==> src/rtl/crc24_pkg.sv <==
// ----------------------------------------------------------------------------
// CRC-24 byte engine package
// Widths, reset values and configuration register indexes shared by the
// CRC-24 byte engine.
// ----------------------------------------------------------------------------
package crc24_pkg;

  localparam int unsigned CRC_W      = 24;
  localparam int unsigned BYTE_W     = 8;
  localparam int unsigned CFG_IDX_W  = 2;

  localparam logic [CRC_W-1:0] INIT_RESET = 24'hB704CE;
  localparam logic [CRC_W-1:0] POLY_RESET = 24'h864CFB;
  localparam logic [CRC_W-1:0] CRC_MASK   = 24'hFFFFFF;

  typedef enum logic [CFG_IDX_W-1:0] {
    REG_INITIAL_VALUE = 2'd0,
    REG_POLYNOMIAL    = 2'd1,
    REG_REFLECTED     = 2'd2,
    REG_INVERT_OUTPUT = 2'd3
  } cfg_reg_t;

endpackage

==> src/rtl/crc24_configurable_byte_engine.sv <==
// ----------------------------------------------------------------------------
// CRC-24 configurable byte engine
// A last byte waits in the input register; its CRC is then registered onto
// crc_value and crc_valid once the result register is free. Throughput: one byte
// per cycle while data_stall is low, set by the input-to-CRC eight-bit XOR fold.
// Reset loads the default configuration and the default initial value into
// the CRC register and empties both pipeline registers.
// ----------------------------------------------------------------------------
module crc24_configurable_byte_engine (
  input  logic                                  clk,
  input  logic                                  rst,
  input  logic                                  cfg_write,
  input  logic [crc24_pkg::CFG_IDX_W-1:0]       cfg_index,
  input  logic [crc24_pkg::CRC_W-1:0]           cfg_data,
  input  logic                                  data_valid,
  output logic                                  data_stall,
  input  logic [crc24_pkg::BYTE_W-1:0]          data_byte,
  input  logic                                  last_byte,
  output logic                                  crc_valid,
  input  logic                                  crc_stall,
  output logic [crc24_pkg::CRC_W-1:0]           crc_value
);

  logic [crc24_pkg::CRC_W-1:0]  initial_value;
  logic [crc24_pkg::CRC_W-1:0]  polynomial;
  logic                         reflected;
  logic                         invert_output;

  logic [crc24_pkg::CRC_W-1:0]  crc_register;
  logic [crc24_pkg::CRC_W-1:0]  crc_register_next;
  logic [crc24_pkg::CRC_W-1:0]  fold_result;
  logic [crc24_pkg::CRC_W-1:0]  reversed_poly;

  logic                         hold_valid;
  logic [crc24_pkg::BYTE_W-1:0] hold_byte;
  logic                         hold_last;
  logic                         advance;
  logic                         data_accept;

  always_ff @(posedge clk) begin
    if (rst) begin
      initial_value <= crc24_pkg::INIT_RESET;
      polynomial    <= crc24_pkg::POLY_RESET;
      reflected     <= 1'b0;
      invert_output <= 1'b0;
    end else if (cfg_write) begin
      case (crc24_pkg::cfg_reg_t'(cfg_index))
        crc24_pkg::REG_INITIAL_VALUE: initial_value <= cfg_data;
        crc24_pkg::REG_POLYNOMIAL:    polynomial    <= cfg_data;
        crc24_pkg::REG_REFLECTED:     reflected     <= cfg_data[0];
        crc24_pkg::REG_INVERT_OUTPUT: invert_output <= cfg_data[0];
        default: begin
        end
      endcase
    end
  end

  // A held last byte may only move on once the result register is free.
  assign advance     = hold_valid && !(hold_last && crc_valid && crc_stall);
  assign data_stall  = hold_valid && !advance;
  assign data_accept = data_valid && !data_stall;

  always_ff @(posedge clk) begin
    if (rst) begin
      hold_valid <= 1'b0;
    end else if (data_accept) begin
      hold_valid <= 1'b1;
    end else if (advance) begin
      hold_valid <= 1'b0;
    end
  end

  always_ff @(posedge clk) begin
    if (data_accept) begin
      hold_byte <= data_byte;
      hold_last <= last_byte;
    end
  end

  always_comb begin
    for (int i = 0; i < crc24_pkg::CRC_W; i++) begin
      reversed_poly[i] = polynomial[crc24_pkg::CRC_W-1-i];
    end
  end

  always_comb begin
    logic [crc24_pkg::CRC_W-1:0] work;
    if (reflected) begin
      work = crc_register ^ {{(crc24_pkg::CRC_W-crc24_pkg::BYTE_W){1'b0}}, hold_byte};
      for (int i = 0; i < crc24_pkg::BYTE_W; i++) begin
        work = work[0] ? ((work >> 1) ^ reversed_poly) : (work >> 1);
      end
    end else begin
      work = crc_register ^ {hold_byte, {(crc24_pkg::CRC_W-crc24_pkg::BYTE_W){1'b0}}};
      for (int i = 0; i < crc24_pkg::BYTE_W; i++) begin
        work = work[crc24_pkg::CRC_W-1] ? ((work << 1) ^ polynomial) : (work << 1);
      end
    end
    fold_result = work;
  end

  always_comb begin
    crc_register_next = crc_register;
    if (advance) begin
      crc_register_next = hold_last ? initial_value : fold_result;
    end
  end

  always_ff @(posedge clk) begin
    if (rst) begin
      crc_register <= crc24_pkg::INIT_RESET;
    end else begin
      crc_register <= crc_register_next;
    end
  end

  always_ff @(posedge clk) begin
    if (rst) begin
      crc_valid <= 1'b0;
    end else if (advance && hold_last) begin
      crc_valid <= 1'b1;
    end else if (!crc_stall) begin
      crc_valid <= 1'b0;
    end
  end

  always_ff @(posedge clk) begin
    if (advance && hold_last) begin
      crc_value <= invert_output ? (fold_result ^ crc24_pkg::CRC_MASK) : fold_result;
    end
  end

endmodule

==> config.mk <==
export PLATFORM = sky130hd
export DESIGN_NAME = crc24_configurable_byte_engine
export DESIGN_NICKNAME = d
export VERILOG_FILES = /design/src/rtl/crc24_pkg.sv /design/src/rtl/crc24_configurable_byte_engine.sv
export SDC_FILE = /design/constraint.sdc
export NUM_CORES = 1
export LEC_CHECK = 0
export BUFFER_PORTS_ARGS = -buffer_cell sky130_fd_sc_hd__buf_4
export CAP_MARGIN = 20
export CORE_ASPECT_RATIO = 0.8
export CORE_MARGIN = 2
export CORE_UTILIZATION = 50
export CTS_CLUSTER_DIAMETER = 30
export DETAILED_ROUTE_END_ITERATION = 8
export PLACE_DENSITY = 0.67
export SKIP_LAST_GASP = 1
export SLEW_MARGIN = 20
export SYNTH_ARGS = -nofsm -noshare
export SYNTH_HDL_FRONTEND = slang
export SYNTH_SLANG_ARGS = --single-unit
==> constraint.sdc <==
create_clock -name clk -period 5.4 [get_ports clk]
set_clock_uncertainty 0.05 [all_clocks]
set_input_delay 0.54 -clock clk [delete_from_list [all_inputs] [get_ports clk]]
set_output_delay 0.54 -clock clk [all_outputs]
set_load 0.01 [all_outputs]
==> results.json, run 1 <==
{
  "status": "finished clean",
  "synth_ff_type": "dfxtp_1",
  "yosysUniqueCellTypes": 83,
  "internal_power_w": 0.00520,
  "post_cts_buffers": 0,
  "fillers": 2449,
  "place_ws_ns": 0.241,
  "place.gp.congestion": 1.04,
  "root_buffer": "clkbuf_16",
  "cts_tree": "done",
  "hold_buffers": 0,
  "p_comb_frac": 0.827,
  "area_delta_synth_final_pct": 10.8,
  "synthSimpleGateAreaFrac": 0.237,
  "finalHoldViolations": 0,
  "max_freq_mhz": 195,
  "mappedNetlistArea_um2": 12700,
  "ys_seq_elements": 109,
  "syn_inst": 1769,
  "final_nets": 1821,
  "fp-row-count": 52,
  "utilization": 0.560,
  "final_area_um2": 14000,
  "synthMuxAreaShare": 0.0430,
  "io_buffers": 65,
  "grt_max_degree": 65,
  "cts.clk_slew.worst_paths_ns": 0.08,
  "ys_seq_area_frac": 0.199,
  "arrival_ns": 5.36,
  "synthAdderAreaFrac": 0,
  "fin_ws_ns": 0.266,
  "most-common-layout-cells": "nand2_1, xnor2_1, buf_4, a21oi_1, nor2_1",
  "tightestPinTransition_ns": 1.13,
  "power_frac_seq": 0.109,
  "synth_edf_count": 33,
  "antenna_left": 0,
  "fp.coreArea_um2": 25000,
  "antenna_found_initial": 0,
  "setup_viol": 0,
  "vias_per_cell": 6.29,
  "syn_area_per_cell_um2": 7.15,
  "synth_xor_area_frac": 0.255,
  "cp-end-kind": "register",
  "drc_errors": 0,
  "synth_top_family_by_area": "XOR/XNOR gates",
  "drt_iter0_markers": 1814,
  "die_w_um": 182,
  "hold_path.startpoint": "data_byte[2]",
  "cp_max_fo": 17,
  "placed_area_um2": 13700,
  "grt_pass1_vias": 11800,
  "cp-start-kind": "register",
  "slew_viol_final": 0,
  "io_pins": 66,
  "timing.final.crit_share": 0.951,
  "p_sw_w": 0.00566,
  "dp_hpwl_mm": 35.7,
  "regToRegStartpoint": "crc_register[23]$_SDFFE_PP1P_",
  "synth_compound_area_frac": 0.206,
  "ys_warn_count": 0,
  "synth_area_leaders": "xnor2_1, dfxtp_1, nand2_1, edfxtp_1, mux2i_1",
  "final_common_cell": "nand2_1",
  "cts_made_buffers": 9,
  "drv_cap": 0,
  "r2r.worst_path.cells": 14,
  "worstHoldPathCells": 1,
  "h-tree-depth": 3,
  "die-area_um2": 26600,
  "synth_nets": 1809,
  "grt_use_total": 0.356,
  "insertion_delay_ns": 0.39,
  "vias": 13300,
  "required_ns": 5.63,
  "fin_crit_ns": 5.13,
  "setup.worst_path.class": "register to register",
  "pwr-share-clk": 0.064,
  "async_reset_ff_frac": 0,
  "yosysTopAreaCell": "xnor2_1",
  "tns_ns": 0,
  "first_pass_iters": 5,
  "global_route.overflow_total": 0,
  "switching_share": 0.521,
  "drive_above_1_share": 0.119,
  "initial_core_util": 0.505,
  "timing.rr.end": "crc_register[21]$_SDFFE_PP1P_",
  "relSlewSlack": 0.247,
  "min-delay-path-class": "input pin to register",
  "r2r_slack_ns": 0.27,
  "leakage_nw": 5.34,
  "grt_pass1_wl_mm": 72.6,
  "wl_per_cell_um": 22.6,
  "peakVddDrop_mv": 0.403,
  "synth_top_cell_area_share": 0.204,
  "timing.hold.ws_ns": 0.290,
  "cts_buffer_depth": 2,
  "power.density_nw_per_um2": 775,
  "whs_endpoint": "hold_byte[2]$_DFFE_PP_",
  "die_h_um": 146,
  "routed_wl_mm": 47.7,
  "cts.sinks": 109
}
## layout make-up
type | instances | area, µm² | area share
Antenna cell | 1 | 2.50 | 0.000178
Inverter | 35 | 131 | 0.00937
Tap cell | 324 | 405 | 0.0289
Timing Repair Buffer | 162 | 1230 | 0.0876
Multi-Input combinational cell | 1464 | 9450 | 0.674
Clock inverter | 6 | 66.3 | 0.00473
Sequential cell | 109 | 2510 | 0.179
Clock buffer | 10 | 229 | 0.0163
## power by group through the flow
stage | sequential [W] | clock [W] | combinational [W]
global placement | 0.00120 | 0 | 0.00856
CTS | 0.00118 | 0.000703 | 0.00868
finish | 0.00118 | 0.000693 | 0.00898
global route | 0.00119 | 0.000728 | 0.00953
floorplan | 0.00117 | 0 | 0.00618
detailed placement | 0.00120 | 0 | 0.00864
## sequential cells by signal (all words and copies together), names as in the netlist
name	flops
crc_register	24
crc_valid	1
crc_value	24
hold_byte	8
hold_last	1
hold_valid	1
initial_value	24
invert_output	1
polynomial	24
reflected	1
## through the flow
| step | cells | power, W |
|---|---|---|
| after floorplan | 1769 | 0.00735 |
| after global placement | 2094 | 0.00975 |
| after detailed placement | 2094 | 0.00983 |
| after CTS | 2110 | 0.0106 |
| after global routing | 2110 | 0.0114 |
| final | 2111 | 0.0109 |
## timing repair
action / 4_1_cts / 5_1_grt
resized for setup: 0 / 3
setup endpoints to repair: 0 / 18
hold endpoints to repair: 0 / 0
## worst max-delay path by stage
stage / startpoint / endpoint / cells after the start
after global routing: crc_register[23]$_SDFFE_PP1P_ / crc_value[5]$_DFFE_PP_ / 14
final: crc_register[23]$_SDFFE_PP1P_ / crc_register[21]$_SDFFE_PP1P_ / 14
after global placement: hold_byte[7]$_DFFE_PP_ / crc_value[7]$_DFFE_PP_ / 14
after floorplan: hold_byte[2]$_DFFE_PP_ / crc_value[20]$_DFFE_PP_ / 16
after detailed placement: hold_byte[7]$_DFFE_PP_ / crc_value[7]$_DFFE_PP_ / 14
after CTS: hold_byte[7]$_DFFE_PP_ / crc_value[7]$_DFFE_PP_ / 14
## metal layers
layer	global-route usage	wire length [µm]
met5	0	0
met4	0.0569	631
met3	0.120	6850
met2	0.483	18600
met1	0.546	21600
## worst max-delay path: stages, from the launching register on
cell and delay (ns):
dfxtp_1 0.54, xor2_4 0.48, nand2_1 0.23, a32o_1 0.36, o31a_1 0.36, o211ai_4 0.34, mux2i_1 0.40, or3_1 0.22
nand2_1 0.12, a221oi_4 0.57, buf_4 0.27, mux2i_1 0.09, xnor2_1 0.48, o21ai_0 0.22, o31ai_1 0.30
## cell usage after synthesis (10+ instances only)
master     count
nand2_1      377
xnor2_1      294
clkbuf_1     126
a21oi_1      101
nor2_1        81
dfxtp_1       76
nand3_1       66
o21ai_0       60
mux2i_1       51
xor2_1        44
o211ai_1      39
o21a_1        39
edfxtp_1      33
inv_1         30
nor4_1        29
a211oi_1      27
nand4_1       24
nor3_1        24
and3_1        23
or3_1         18
buf_2         17
a31oi_1       15
buf_1         13
a32o_1        12
o2111ai_1     10
## kinds of logic after synthesis
| family | Yosys count |
|---|---|
| AO/OA/AOI/OAI | 384 |
| XOR/XNOR | 351 |
| buffers and inverters | 196 |
| flip-flops | 109 |
| multiplexers | 54 |
| AND/OR/NAND/NOR | 675 |
(Power assumes the default switching activity.)
==> inputs of run 2 (changes only) <==
--- a/config.mk
+++ b/config.mk
@@ -12,7 +12,7 @@
 export CORE_UTILIZATION = 50
 export CTS_CLUSTER_DIAMETER = 30
 export DETAILED_ROUTE_END_ITERATION = 8
-export PLACE_DENSITY = 0.67
+export PLACE_DENSITY = 0.68
 export SKIP_LAST_GASP = 1
 export SLEW_MARGIN = 20
 export SYNTH_ARGS = -nofsm -noshare
==> run 2 against run 1 <==
Against the previous run:
- global-route usage increased by 1.1 points
- non-clock buffer count decreased by 16
- wire length increased by 1.9%
- hold slack got worse by 0.014 ns
- die area unchanged
- highest routed layer unchanged
- sequential power about the same
- worst setup slack got worse by 0.033 ns
- critical path type unchanged
- cell area decreased by 0.69%
- sequential share of layout area increased by 0.12 points
==> results.json, run 2 (synthesized netlist as in run 1, its figures left out) <==
{
  "status": "finished clean",
  "initial_core_util": 0.505,
  "leakage_nw": 5.29,
  "worstHoldPathCells": 1,
  "final_nets": 1805,
  "drv_cap": 0,
  "cts_made_buffers": 9,
  "relSlewSlack": 0.261,
  "fillers": 2404,
  "rsz0062_at_grt": "no",
  "tns_ns": 0,
  "antennaDiodeCount": 0,
  "min-delay-path-class": "input pin to register",
  "cts_tree": "done",
  "die_h_um": 146,
  "root_buffer": "clkbuf_16",
  "fin_cells": 2094,
  "whs_endpoint": "hold_byte[3]$_DFFE_PP_",
  "r2r_slack_ns": 0.23,
  "hold_buffers": 0,
  "fp.coreArea_um2": 25000,
  "slew_viol_final": 0,
  "drc_errors": 0,
  "vias_per_cell": 6.40,
  "cp-end-kind": "register",
  "insertion_delay_ns": 0.38,
  "grt_pass1_wl_mm": 75.6,
  "max_freq_mhz": 194,
  "die-area_um2": 26600,
  "vias": 13400,
  "area_delta_synth_final_pct": 10.1,
  "hold_path.startpoint": "data_byte[3]",
  "cts.sinks": 109,
  "regToRegStartpoint": "hold_byte[0]$_DFFE_PP_",
  "h-tree-depth": 3,
  "timing.rr.end": "crc_value[6]$_DFFE_PP_",
  "drive_above_1_share": 0.114,
  "grt_max_degree": 62,
  "power.density_nw_per_um2": 771,
  "setup_viol": 0,
  "dp_hpwl_mm": 35.8,
  "fin_crit_ns": 5.17,
  "finalHoldViolations": 0,
  "wl_per_cell_um": 23.2,
  "cts-resized-gates": 0,
  "routed_wl_mm": 48.6,
  "tightestPinTransition_ns": 1.11,
  "most-common-layout-cells": "nand2_1, xnor2_1, buf_4, a21oi_1, nor2_1",
  "place_inst": 2078,
  "grt_use_total": 0.367,
  "final_common_cell": "nand2_1",
  "place.gp.congestion": 1.04,
  "fp-row-count": 52,
  "antenna_found_initial": 0,
  "cts_buffer_depth": 2,
  "io_pins": 66,
  "grt_pass1_vias": 12100,
  "required_ns": 5.45,
  "timing.final.crit_share": 0.957,
  "cp_max_fo": 20,
  "post_cts_buffers": 0,
  "drt_iter0_markers": 2294,
  "peakVddDrop_mv": 0.393,
  "setup.worst_path.class": "register to register",
  "die_w_um": 182,
  "arrival_ns": 5.22,
  "cts.clk_slew.worst_paths_ns": 0.09,
  "io_buffers": 65,
  "antenna_left": 0,
  "cp-start-kind": "register",
  "global_route.overflow_total": 0,
  "r2r.worst_path.cells": 13,
  "first_pass_iters": 8
}
[run 2: cell count changes in the layout (fill, tap and decap cells not counted), moves of 2 or more]
cell and change:
buf_4 -17, inv_8 +3, o21ai_0 -2, o21ai_1 +2, xnor2_1 -2, xnor2_2 +2
[run 2: cell type report]
cell class              instances  area, µm²  area share
repair buffers                146       1120      0.0805
inverters                      35        131     0.00943
multi-input cells            1464       9460       0.679
flip-flops and latches        109       2510       0.181
clock inverters                 7       72.6     0.00521
clock buffers                   9        225      0.0162
well taps                     324        405      0.0291
[run 2: metal layers]
| metal | share of wire | GRT usage | wire, µm | up-vias |
|---|---|---|---|---|
| li1 | - | - | - | 6104 |
| met1 | 0.43 | 0.556 | 21100 | 6254 |
| met2 | 0.39 | 0.486 | 18700 | 964 |
| met3 | 0.16 | 0.133 | 7920 | 78 |
| met4 | 0.019 | 0.0766 | 906 | 0 |
| met5 | 0 | 0.0273 | 0 | - |
[run 2: worst max-delay path: stages, from the launching register on]
cell	delay (ns)
edfxtp_1	0.50
xor2_2	0.54
nor3_1	0.16
a32o_1	0.29
or3_1	0.39
o211ai_2	0.33
a211oi_1	0.09
or4b_1	0.55
or3_2	0.68
a21boi_0	0.32
xnor2_1	0.11
xnor2_1	0.45
mux2i_1	0.23
xnor2_1	0.17
[run 2: metrics by stage]
stage	hold slack, ns	total power [W]	setup slack [ns]	instance area, µm²	utilization
after floorplan	0.382	0.00735	1.09	12700	-
after global placement	0.393	0.00955	0.0483	13600	0.542
after detailed placement	0.397	0.00966	0.239	13600	0.543
after CTS	0.277	0.0104	0.217	13900	0.555
after global routing	0.273	0.0113	0.0182	13900	0.556
final	0.276	0.0107	0.233	13900	0.556
[run 2: power by group]
| part | internal, W | switching [W] | leakage [nW] |
|---|---|---|---|
| sequential | 0.00108 | 0.000129 | 0.930 |
| clock | 0.000331 | 0.000386 | 0.149 |
| combinational | 0.00369 | 0.00513 | 4.21 |
[run 2: how the worst max path moves through the flow]
stage          slack (ns)                            end                    startpoint
3_5_place_dp         0.24  crc_register[16]$_SDFFE_PP1P_  crc_register[2]$_SDFFE_PP1P_
5_1_grt              0.02        crc_value[19]$_DFFE_PP_        hold_byte[0]$_DFFE_PP_
2_1_floorplan        1.09        crc_value[20]$_DFFE_PP_        hold_byte[2]$_DFFE_PP_
6_report             0.23         crc_value[6]$_DFFE_PP_        hold_byte[0]$_DFFE_PP_
4_1_cts              0.22  crc_register[16]$_SDFFE_PP1P_  crc_register[2]$_SDFFE_PP1P_
3_3_place_gp         0.05         crc_value[1]$_DFFE_PP_  crc_register[2]$_SDFFE_PP1P_
